**src/hdl/lsh_pkg.sv**
```systemverilog
// Shared types, codes and reset values for the link set-up handshake block.
`timescale 1ns / 1ps
`default_nettype none

package lsh_pkg;

    // Operation codes of an input transaction
    localparam logic [1:0] OP_START = 2'd0;
    localparam logic [1:0] OP_BYTE  = 2'd1;
    localparam logic [1:0] OP_TICK  = 2'd2;

    // Link status codes
    localparam logic [1:0] ST_IDLE = 2'd0;
    localparam logic [1:0] ST_WAIT = 2'd1;
    localparam logic [1:0] ST_CONN = 2'd2;
    localparam logic [1:0] ST_FAIL = 2'd3;

    // Frame hunter phases
    localparam logic [2:0] PH_START = 3'd0;
    localparam logic [2:0] PH_FLAG  = 3'd1;
    localparam logic [2:0] PH_ADDR  = 3'd2;
    localparam logic [2:0] PH_CTRL  = 3'd3;
    localparam logic [2:0] PH_BCC   = 3'd4;

    // Configuration register indexes
    localparam logic [2:0] REG_MODE    = 3'd0;
    localparam logic [2:0] REG_FLAG    = 3'd1;
    localparam logic [2:0] REG_ADDR    = 3'd2;
    localparam logic [2:0] REG_SET     = 3'd3;
    localparam logic [2:0] REG_UA      = 3'd4;
    localparam logic [2:0] REG_TRIES   = 3'd5;
    localparam logic [2:0] REG_TIMEOUT = 3'd6;

    // Frame layout: flag, address, control, check, flag
    localparam int          FRAME_LEN = 5;
    localparam logic [2:0]  IDX_FLAG0 = 3'd0;
    localparam logic [2:0]  IDX_ADDR  = 3'd1;
    localparam logic [2:0]  IDX_CTRL  = 3'd2;
    localparam logic [2:0]  IDX_BCC   = 3'd3;
    localparam logic [2:0]  IDX_FLAG1 = 3'd4;

    localparam logic [3:0]  RETRY_MAX = 4'd15;

    // Reset values of the configuration registers
    localparam logic        RST_MODE    = 1'b0;
    localparam logic [7:0]  RST_FLAG    = 8'd126;
    localparam logic [7:0]  RST_ADDR    = 8'd3;
    localparam logic [7:0]  RST_SET     = 8'd3;
    localparam logic [7:0]  RST_UA      = 8'd7;
    localparam logic [3:0]  RST_TRIES   = 4'd3;
    localparam logic [15:0] RST_TIMEOUT = 16'd3;

    localparam int CFG_DATA_W = 16;
    localparam int CFG_IDX_W  = 3;

    // Configuration register set
    typedef struct packed {
        logic        mode;
        logic [7:0]  flag_byte;
        logic [7:0]  address_byte;
        logic [7:0]  set_code;
        logic [7:0]  ua_code;
        logic [3:0]  max_tries;
        logic [15:0] timeout_ticks;
    } t_cfg;

    // Result descriptor handed from the control stage to the emitter
    typedef struct packed {
        logic       frame;   // 1: five frame bytes, 0: one empty result
        logic [7:0] ctrl;    // control byte of the frame
        logic [1:0] status;  // link status after this transaction
    } t_load;

endpackage

`default_nettype wire

```
**src/hdl/lsh_hunt.sv**
```systemverilog
// Five-phase supervision frame recognizer: next phase for one received byte.
`timescale 1ns / 1ps
`default_nettype none

module lsh_hunt
    import lsh_pkg::*;
(
    input  wire logic [2:0] i_phase,
    input  wire logic [7:0] i_byte,
    input  wire logic [7:0] i_ctrl,
    input  wire t_cfg       i_cfg,
    output logic      [2:0] o_phase,
    output logic            o_done
);

    logic [7:0] w_bcc;

    assign w_bcc = i_cfg.address_byte ^ i_ctrl;

    // Field match is tested ahead of the flag so overlapping values advance
    always_comb begin
        o_done  = 1'b0;
        o_phase = PH_START;
        unique case (i_phase)
            PH_START: begin
                o_phase = (i_byte == i_cfg.flag_byte) ? PH_FLAG : PH_START;
            end
            PH_FLAG: begin
                if (i_byte == i_cfg.address_byte) o_phase = PH_ADDR;
                else if (i_byte == i_cfg.flag_byte) o_phase = PH_FLAG;
            end
            PH_ADDR: begin
                if (i_byte == i_ctrl) o_phase = PH_CTRL;
                else if (i_byte == i_cfg.flag_byte) o_phase = PH_FLAG;
            end
            PH_CTRL: begin
                if (i_byte == w_bcc) o_phase = PH_BCC;
                else if (i_byte == i_cfg.flag_byte) o_phase = PH_FLAG;
            end
            PH_BCC: begin
                o_done = (i_byte == i_cfg.flag_byte);
            end
            default: begin
                o_phase = PH_START;
            end
        endcase
    end

endmodule

`default_nettype wire

```
**src/hdl/lsh_ctrl.sv**
```systemverilog
// Link state, retry and timeout counters; decides the results of each transaction.
`timescale 1ns / 1ps
`default_nettype none

module lsh_ctrl
    import lsh_pkg::*;
(
    input  wire logic       i_clk,
    input  wire logic       i_rst_n,
    input  wire logic       i_fire,
    input  wire logic [1:0] i_op,
    input  wire logic [7:0] i_byte,
    input  wire t_cfg       i_cfg,
    output t_load           o_load
);

    logic [2:0]  r_phase, n_phase;
    logic [1:0]  r_status, n_status;
    logic [3:0]  r_retry, n_retry;
    logic [15:0] r_tick, n_tick;

    logic [7:0]  w_hunt_ctrl;
    logic [2:0]  w_hunt_phase;
    logic        w_hunt_done;
    logic [15:0] w_tick_inc;
    logic [3:0]  w_retry_inc;

    // Transmitter hunts for UA, receiver hunts for SET
    assign w_hunt_ctrl = i_cfg.mode ? i_cfg.set_code : i_cfg.ua_code;

    lsh_hunt u_hunt (
        .i_phase (r_phase),
        .i_byte  (i_byte),
        .i_ctrl  (w_hunt_ctrl),
        .i_cfg   (i_cfg),
        .o_phase (w_hunt_phase),
        .o_done  (w_hunt_done)
    );

    assign w_tick_inc  = r_tick + 16'd1;
    assign w_retry_inc = (r_retry < RETRY_MAX) ? (r_retry + 4'd1) : r_retry;

    // Next state and result descriptor
    always_comb begin
        n_phase  = r_phase;
        n_status = r_status;
        n_retry  = r_retry;
        n_tick   = r_tick;
        o_load.frame = 1'b0;
        o_load.ctrl  = i_cfg.set_code;
        case (i_op)
            OP_START: begin
                n_phase  = PH_START;
                n_retry  = 4'd0;
                n_tick   = 16'd0;
                n_status = ST_WAIT;
                o_load.frame = ~i_cfg.mode;
            end
            OP_BYTE: begin
                if (r_status == ST_WAIT) begin
                    n_phase = w_hunt_phase;
                    if (w_hunt_done) begin
                        n_status = ST_CONN;
                        if (!i_cfg.mode) begin
                            n_tick = 16'd0;
                        end else begin
                            o_load.frame = 1'b1;
                            o_load.ctrl  = i_cfg.ua_code;
                        end
                    end
                end
            end
            OP_TICK: begin
                if (!i_cfg.mode && r_status == ST_WAIT) begin
                    n_tick = w_tick_inc;
                    if (w_tick_inc >= i_cfg.timeout_ticks) begin
                        n_tick  = 16'd0;
                        n_retry = w_retry_inc;
                        n_phase = PH_START;
                        if (w_retry_inc >= i_cfg.max_tries) begin
                            n_status = ST_FAIL;
                        end else begin
                            o_load.frame = 1'b1;
                        end
                    end
                end
            end
            default: begin
            end
        endcase
        o_load.status = n_status;
    end

    // State registers
    always_ff @(posedge i_clk) begin
        if (!i_rst_n) begin
            r_phase  <= PH_START;
            r_status <= ST_IDLE;
            r_retry  <= 4'd0;
            r_tick   <= 16'd0;
        end else if (i_fire) begin
            r_phase  <= n_phase;
            r_status <= n_status;
            r_retry  <= n_retry;
            r_tick   <= n_tick;
        end
    end

`ifndef NO_ASSERTIONS
    a_phase_range: assert property (@(posedge i_clk) disable iff (!i_rst_n)
        r_phase <= PH_BCC)
        else $error("hunter phase out of range");

    a_start_waits: assert property (@(posedge i_clk) disable iff (!i_rst_n)
        (i_fire && i_op == OP_START) |=> (r_status == ST_WAIT))
        else $error("start did not arm the handshake");

    a_fail_by_tick: assert property (@(posedge i_clk) disable iff (!i_rst_n)
        (r_status != ST_FAIL && !(i_fire && i_op == OP_TICK)) |=> (r_status != ST_FAIL))
        else $error("link failed without a timeout");
`endif

endmodule

`default_nettype wire

```
**src/hdl/lsh_emit.sv**
```systemverilog
// Result register and frame sequencer: one result per cycle while i_ready is high, five for a frame.
`timescale 1ns / 1ps
`default_nettype none

module lsh_emit
    import lsh_pkg::*;
(
    input  wire logic       i_clk,
    input  wire logic       i_rst_n,
    input  wire logic       i_load_valid,
    input  wire t_load      i_load,
    input  wire t_cfg       i_cfg,
    output logic            o_load_ready,
    output logic            o_valid,
    input  wire logic       i_ready,
    output logic [7:0]      o_tx_byte,
    output logic            o_tx_valid,
    output logic            o_last,
    output logic [1:0]      o_status
);

    logic       r_busy;
    logic       r_frame;
    logic [7:0] r_ctrl;
    logic [1:0] r_status;
    logic [2:0] r_idx;
    logic       w_take;
    logic [7:0] w_byte;

    assign o_last       = ~r_frame | (r_idx == IDX_FLAG1);
    assign w_take       = r_busy & i_ready;
    assign o_load_ready = ~r_busy | (i_ready & o_last);

    // Frame byte for the current position
    always_comb begin
        unique case (r_idx)
            IDX_FLAG0: w_byte = i_cfg.flag_byte;
            IDX_ADDR:  w_byte = i_cfg.address_byte;
            IDX_CTRL:  w_byte = r_ctrl;
            IDX_BCC:   w_byte = i_cfg.address_byte ^ r_ctrl;
            IDX_FLAG1: w_byte = i_cfg.flag_byte;
            default:   w_byte = 8'd0;
        endcase
    end

    assign o_valid    = r_busy;
    assign o_tx_valid = r_frame;
    assign o_tx_byte  = r_frame ? w_byte : 8'd0;
    assign o_status   = r_status;

    // Control: busy flag and byte position
    always_ff @(posedge i_clk) begin
        if (!i_rst_n) begin
            r_busy <= 1'b0;
            r_idx  <= IDX_FLAG0;
        end else if (o_load_ready) begin
            r_busy <= i_load_valid;
            r_idx  <= IDX_FLAG0;
        end else if (w_take) begin
            r_idx <= r_idx + 3'd1;
        end
    end

    // Descriptor payload
    always_ff @(posedge i_clk) begin
        if (o_load_ready && i_load_valid) begin
            r_frame  <= i_load.frame;
            r_ctrl   <= i_load.ctrl;
            r_status <= i_load.status;
        end
    end

`ifndef NO_ASSERTIONS
    a_idx_range: assert property (@(posedge i_clk) disable iff (!i_rst_n)
        r_idx <= IDX_FLAG1)
        else $error("frame position out of range");

    a_single_at_zero: assert property (@(posedge i_clk) disable iff (!i_rst_n)
        (r_busy && !r_frame) |-> (r_idx == IDX_FLAG0))
        else $error("empty result past first position");

    a_frame_continues: assert property (@(posedge i_clk) disable iff (!i_rst_n)
        (w_take && !o_last) |=> (r_busy && r_idx == $past(r_idx) + 3'd1))
        else $error("frame cut short");
`endif

endmodule

`default_nettype wire

```
**src/hdl/link_setup_handshake.sv**
```systemverilog
// Top level of the link set-up handshake: input register, config registers, control, emitter.
// The input register holds an accepted transaction; the result register then holds its result.
// Throughput: one transaction per cycle when each gives a single result and the output is
//   ready; a frame transaction holds the output for five frame bytes, one byte per cycle.
// The output sequencer sets the rate: one result per cycle while the output is ready.
// Reset (synchronous, active low) clears link state, counters and both stages,
//   and returns the configuration registers to their defaults.
`timescale 1ns / 1ps
`default_nettype none

module link_setup_handshake
    import lsh_pkg::*;
(
    input  wire logic                  i_clk,
    input  wire logic                  i_rst_n,
    // Input stream
    input  wire logic                  s_axis_tvalid,
    output logic                       s_axis_tready,
    input  wire logic [7:0]            s_axis_tdata,  // [7:0] rx_byte
    input  wire logic [1:0]            s_axis_tuser,  // [1:0] operation
    // Result stream
    output logic                       m_axis_tvalid,
    input  wire logic                  m_axis_tready,
    output logic [15:0]                m_axis_tdata,  // [7:0] tx_byte, [9:8] status
    output logic                       m_axis_tlast,
    output logic                       m_axis_tuser,  // [0] tx_valid
    // Configuration write port
    input  wire logic                  i_cfg_we,
    input  wire logic [CFG_IDX_W-1:0]  i_cfg_index,
    input  wire logic [CFG_DATA_W-1:0] i_cfg_data
);

    t_cfg       r_cfg;
    logic       r_in_valid;
    logic [1:0] r_op;
    logic [7:0] r_byte;
    logic       w_load_ready;
    logic       w_fire;
    t_load      w_load;
    logic [7:0] w_tx_byte;
    logic [1:0] w_status;

    // Configuration registers
    always_ff @(posedge i_clk) begin
        if (!i_rst_n) begin
            r_cfg.mode          <= RST_MODE;
            r_cfg.flag_byte     <= RST_FLAG;
            r_cfg.address_byte  <= RST_ADDR;
            r_cfg.set_code      <= RST_SET;
            r_cfg.ua_code       <= RST_UA;
            r_cfg.max_tries     <= RST_TRIES;
            r_cfg.timeout_ticks <= RST_TIMEOUT;
        end else if (i_cfg_we) begin
            unique case (i_cfg_index)
                REG_MODE:    r_cfg.mode          <= i_cfg_data[0];
                REG_FLAG:    r_cfg.flag_byte     <= i_cfg_data[7:0];
                REG_ADDR:    r_cfg.address_byte  <= i_cfg_data[7:0];
                REG_SET:     r_cfg.set_code      <= i_cfg_data[7:0];
                REG_UA:      r_cfg.ua_code       <= i_cfg_data[7:0];
                REG_TRIES:   r_cfg.max_tries     <= i_cfg_data[3:0];
                REG_TIMEOUT: r_cfg.timeout_ticks <= i_cfg_data[15:0];
                default: begin
                end
            endcase
        end
    end

    // Input register: takes a new transaction when it is empty or the current one moves on
    assign w_fire        = r_in_valid & w_load_ready;
    assign s_axis_tready = ~r_in_valid | w_load_ready;

    always_ff @(posedge i_clk) begin
        if (!i_rst_n) begin
            r_in_valid <= 1'b0;
        end else if (s_axis_tready) begin
            r_in_valid <= s_axis_tvalid;
        end
    end

    always_ff @(posedge i_clk) begin
        if (s_axis_tready && s_axis_tvalid) begin
            r_op   <= s_axis_tuser;
            r_byte <= s_axis_tdata;
        end
    end

    lsh_ctrl u_ctrl (
        .i_clk   (i_clk),
        .i_rst_n (i_rst_n),
        .i_fire  (w_fire),
        .i_op    (r_op),
        .i_byte  (r_byte),
        .i_cfg   (r_cfg),
        .o_load  (w_load)
    );

    lsh_emit u_emit (
        .i_clk        (i_clk),
        .i_rst_n      (i_rst_n),
        .i_load_valid (r_in_valid),
        .i_load       (w_load),
        .i_cfg        (r_cfg),
        .o_load_ready (w_load_ready),
        .o_valid      (m_axis_tvalid),
        .i_ready      (m_axis_tready),
        .o_tx_byte    (w_tx_byte),
        .o_tx_valid   (m_axis_tuser),
        .o_last       (m_axis_tlast),
        .o_status     (w_status)
    );

    assign m_axis_tdata = {6'd0, w_status, w_tx_byte};

endmodule

`default_nettype wire

```
**config.mk**
```make
export PLATFORM = sky130hd
export DESIGN_NAME = link_setup_handshake
export DESIGN_NICKNAME = d
export VERILOG_FILES = /design/src/hdl/lsh_pkg.sv /design/src/hdl/lsh_hunt.sv /design/src/hdl/lsh_ctrl.sv /design/src/hdl/lsh_emit.sv /design/src/hdl/link_setup_handshake.sv
export SDC_FILE = /design/constraint.sdc
export NUM_CORES = 1
export LEC_CHECK = 0
export BUFFER_PORTS_ARGS = -buffer_cell sky130_fd_sc_hd__buf_2
export CAP_MARGIN = 20
export CORE_UTILIZATION = 55
export CTS_CLUSTER_DIAMETER = 80
export DETAILED_ROUTE_END_ITERATION = 10
export GPL_TIMING_DRIVEN = 0
export PLACE_DENSITY = 0.83
export RECOVER_POWER = 50
export SYNTH_ARGS = -nofsm -noshare
export SYNTH_HDL_FRONTEND = slang
export SYNTH_SLANG_ARGS = --single-unit
```
**constraint.sdc**
```tcl
create_clock -name i_clk -period 4.1 [get_ports i_clk]
set_input_delay 0.41 -clock i_clk [delete_from_list [all_inputs] [get_ports i_clk]]
set_output_delay 0.41 -clock i_clk [all_outputs]
set_load 0.02 [all_outputs]
```
-- Word level (Yosys, flattened, before mapping)
Index checks and enable logic that the tools add are counted.
- flip-flop bits (word level): 104
- bits of input ports: 34
- output and inout port bits: 20
- logic and storage cells: 123
- $add $sub $neg: 3
- $lt $le $gt $ge: 3
- equal/unequal tests: 26
- mux-type cells: 37
- bitwise operators: 13
- reduce and logical (&&, ||, !) cells: 22
- operator list (operator ; count):
    $mux 16 ; 5
    $pmux 16 s3 ; 1
    $eq 8x8->1 ; 4
    $pmux 8 s4 ; 1
    $mux 9 ; 3
    $mux 8 ; 3
    $eq 3x2->1 const B ; 6
    $add 16x1->16 const B ; 1
    $ge 16x16->1 ; 1
    $xor 8x8->8 ; 2
    $eq 3x3->1 const B ; 5
    $mux 3 ; 5
    $reduce_and 2->1 ; 7
    $mux 2 ; 6
    $mux 4 ; 3
    $pmux 3 s4 ; 1
    $eq 3x1->1 const B ; 3
    $logic_not 3->1 ; 3
    $pmux 3 s3 ; 1
    $pmux 4 s2 ; 1
    $ne 2x1->1 const B ; 3
    $pmux 2 s3 ; 1
    $reduce_and 6->1 ; 1
    $mux 1 ; 5
    19 further kinds ; 32

-- Depth between registers and ports, before layout
- depth in word-level cells: 7
- depth in mapped cells: 13
- mapped depth without buffers: 11

-- By module
A second synthesis with hierarchy kept.
- cells, all modules: 659
- area total of the unflattened synthesis: 6226.0 um^2
- modules (own cells, without submodules) (module ; times used ; cells an instance ; area each (um^2) ; sequential area each (um^2)):
    link_setup_handshake ; 1 ; 233 ; 2586.2 ; 1381.3
    lsh_ctrl ; 1 ; 276 ; 2208.4 ; 500.5
    lsh_emit ; 1 ; 95 ; 909.6 ; 410.4
    lsh_hunt ; 1 ; 55 ; 521.8 ; 0.0

-- Worst setup path after synthesis
OpenSTA, ideal clock, no wires.
- path type: register to register
- start: reg u_ctrl.r_tick[6]
- end: reg u_emit.r_frame (netlist: u_emit.o_tx_valid) (data pin)
- setup time: 0.259 ns
- arrival: 3.145 ns
- required time: 3.841 ns
- slack: 0.696 ns
- stages on the path, launching flop included: 13
- path buffers: 1
- period minus slack after synthesis: 3.404 ns
- cells stage by stage: dfxtp_1 clkbuf_1 and3_1 nand4_1 nand2b_1 xnor2_1 ha_1 a21o_1 a21o_1 a2111o_1 nor3_1 nor2_1 a211o_1
- RTL lines (what ; RTL line ; text):
    from (decl) ; lsh_ctrl.sv:20 ; logic [15:0] r_tick, n_tick;
    from (signal assigned) ; lsh_ctrl.sv:105 ; r_tick <= n_tick;
    to (signal assigned) ; lsh_emit.sv:67 ; r_frame <= i_load.frame;
    to (decl) ; lsh_emit.sv:23 ; logic r_frame;

-- Worst setup path in the final report
- start: reg u_ctrl.r_tick[6]
- end: reg u_ctrl.r_phase[0]
- word-level cells in the longest chain between the ends: 4
- RTL lines (what ; RTL line ; text):
    $add 16x1->16 ; lsh_ctrl.sv:40 ; assign w_tick_inc = r_tick + 16'd1;
    $ge 16x16->1 ; lsh_ctrl.sv:76 ; if (w_tick_inc >= i_cfg.timeout_ticks) begin
    $ne 2x1->1 (no line) ; - ;
    $reduce_and 5->1 (no line) ; - ;
    to (signal assigned) ; lsh_ctrl.sv:102 ; r_phase <= n_phase;
    to (decl) ; lsh_ctrl.sv:17 ; logic [2:0] r_phase, n_phase;
Every way passes these cells.
A chain may end at the register's enable or synchronous reset.

==> impl_metrics.ini <==
[yosys]
yosys_warnings = 0
synth-async-reset-ratio_pct = 0
syn_avg_cell_area_um2 = 8.35
ys_top_cells_by_count = nand2_1, dfxtp_1, a21oi_1
synth_cell_types = 61
synth_edf_count = 21
yosysMostFrequentCell = nand2_1
ys_seq_area_share_pct = 39.4
synth_top_cell_by_area = dfxtp_1
synth_top_area_share_pct = 28.6
synth_top_flop_cell = dfxtp_1
synth-seq-cells = 104
syn_area_um2 = 5820
syn_inst = 697
synth_area_leaders = dfxtp_1, edfxtp_1, nand2_1, ha_1, a21oi_1

[place]
place_hpwl_mm = 11.2
pre_cts_slack_ns = 0.103
place_congestion = 0.936
dpl-instance-area_um2 = 6250
portBuffers = 47

[route]
drt_iter0_drc = 338
wl_per_cell_um = 16.4
routed-via-count = 5277
viasPerCell = 5.84
route.detailed.drc = 0
dr.pass1.iters = 4
wl_mm = 14.8
antenna_left = 0

[timing]
worst_pin_slew_ns = 0.880
setup_viol = 0
fin_crit_sh_pct = 96.4
period_minus_slack_ns = 3.95
drv_slew = 0
tns_ns = 0
fin_ws_ns = 0.149
hold_violations = 0
max_clock_freq_mhz = 253
fin_skew_ns = 0.0154
slew_headroom_pct = 40.9
whs_ns = 0.205
rsz0062_at_grt = no

[cells_and_area]
fillers = 889
nets = 823
final_area_um2 = 6460
antenna_cells = 0
syn_to_final_growth_pct = 11.1
drive_gt1_share_pct = 10.6

[hold_path]
holdCritStartpoint = s_axis_tdata[0]
whs_endpoint = r_byte[0]
whs_path_depth = 1
hp-class = in2reg

[setup_path]
arrival_ns = 4.28
reg2reg_from = u_ctrl.r_tick[6]
r2r-end = u_ctrl.r_phase[0]
required_ns = 4.43
end_kind = flip-flop
reg2reg_depth = 12
cp_max_fo = 8
rrSetupSlack_ns = 0.15
path_class = reg2reg
start_kind = flip-flop

[floorplan]
start_util_pct = 56.6
rows = 37
io_pins = 54
coreArea_um2 = 10300
die_h_um = 105
die_w_um = 105
dieArea_um2 = 11000

[power]
power.density_nw_per_um2 = 307
ir_worst_vdd_mv = 0.243
p_leak_nw = 2.55

[grt]
antenna_found_initial = 0
overflow = 0
grtUsageTotal_pct = 27.7
grt_pass1_vias = 5120
grt_pass1_wl_mm = 24.2
grt_max_degree = 20

[clocking]
ctsHoldBuffers = 0
cts_buffers = 9
clk_pin_slew_ns = 0.11
worstSkewPairLatency_ns = 0.39
clk_path_buf_depth = 2
cts_root_buf = clkbuf_8
h-tree-depth = 3
cts_tree = built
cts_sinks = 104

[flow_run]
drv_cap = 0

[run_status]
status = finished clean
==> metal layers <==
layer  up-vias  GRT usage, %  share of wire [%]
met4         0          11.1                2.4
met1      2468          33.4                 41
li1       2545             -                  -
met5         -             0                  0
met3        34          6.55                8.1
met2       230          47.5                 49
==> sequential cells by signal (all words and copies together) (netlist names) <==
name	cells
r_byte	8
r_cfg	53
r_in_valid	1
r_op	2
u_ctrl.r_phase	3
u_ctrl.r_retry	4
u_ctrl.r_status	2
u_ctrl.r_tick	16
u_emit.o_status	2
u_emit.o_tx_valid	1
u_emit.o_valid	1
u_emit.r_ctrl	8
u_emit.r_idx	3
==> power by group <==
group	leakage (nW)	internal [mW]	switching, mW	total (mW)
Clock	0.107	0.295	0.383	0.678
Sequential	0.869	1.07	0.0246	1.10
Combinational	1.58	0.0765	0.136	0.212
Total	2.55	1.44	0.543	1.99
==> cell families after synthesis <==
group | Yosys count | share of synthesized area, %
other | 1 | 0.0645
adders and majority gates | 27 | 5.81
DFF | 104 | 39.4
xor gates and xnor gates | 46 | 7.16
muxes | 23 | 4.15
buffers and inverters | 63 | 4.62
and+or+nand+nor | 307 | 25.6
AOI/OAI and AO/OA | 126 | 13.2
==> critical path: stages, from the launching register on <==
cell	delay [ns]
dfxtp_1	0.32
clkbuf_1	0.26
and3_1	0.20
nand4_1	0.27
nand2b_1	0.27
xnor2_1	0.20
ha_1	0.28
a21o_1	0.18
a21o_1	0.19
a2111oi_1	0.54
nand3_1	0.38
a221oi_1	0.61
a21o_1	0.20
==> layout make-up <==
| type | instances | area [µm²] | area share [%] |
|---|---|---|---|
| plain buffers | 34 | 160 | 2.48 |
| clock buffers | 9 | 124 | 1.92 |
| clock inverters | 7 | 82.6 | 1.28 |
| inverters | 29 | 109 | 1.68 |
| multi-input cells | 535 | 3280 | 50.8 |
| flip-flops and latches | 104 | 2290 | 35.5 |
| well taps | 136 | 170 | 2.63 |
| repair buffers | 49 | 244 | 3.78 |
==> worst max-delay path by stage <==
stage                         to  slack, ns        startpoint  cells past startpoint
5_1_grt        u_ctrl.r_phase[1]      0.006  u_ctrl.r_tick[6]                     12
3_3_place_gp   u_emit.o_tx_valid       0.14  u_ctrl.r_tick[6]                     12
4_1_cts        u_emit.o_tx_valid       0.07  u_ctrl.r_tick[6]                     12
6_report       u_ctrl.r_phase[0]       0.15  u_ctrl.r_tick[6]                     12
3_5_place_dp   u_emit.o_tx_valid       0.10  u_ctrl.r_tick[6]                     12
2_1_floorplan  u_emit.o_tx_valid       0.70  u_ctrl.r_tick[6]                     12
==> what timing repair did <==
item,4_1_cts,5_1_grt
setup buffers,0,1
gates resized for setup,0,2
endpoints found under the setup margin,0,16
==> placed cells by master (no fill, tap or decap), types with 15 or more instances in the layout <==
master    instances
a21oi_1          55
buf_2            42
clkbuf_1         30
dfxtp_1          83
edfxtp_1         21
ha_1             27
inv_1            28
nand2_1         136
nand3_1          38
nand4_1          15
nor2_1           24
nor2b_1          24
o21ai_0          23
xnor2_1          28
xor2_1           17
==> stage by stage <==
stage | cells | utilization, % | total power, mW
floorplan | 702 | - | 1.25
global placement | 885 | 60.7 | 1.31
detailed placement | 886 | 60.8 | 1.32
CTS | 902 | 62.8 | 1.99
global route | 903 | 62.9 | 2.05
finish | 903 | 62.9 | 1.99
(Power assumes the default switching activity.)
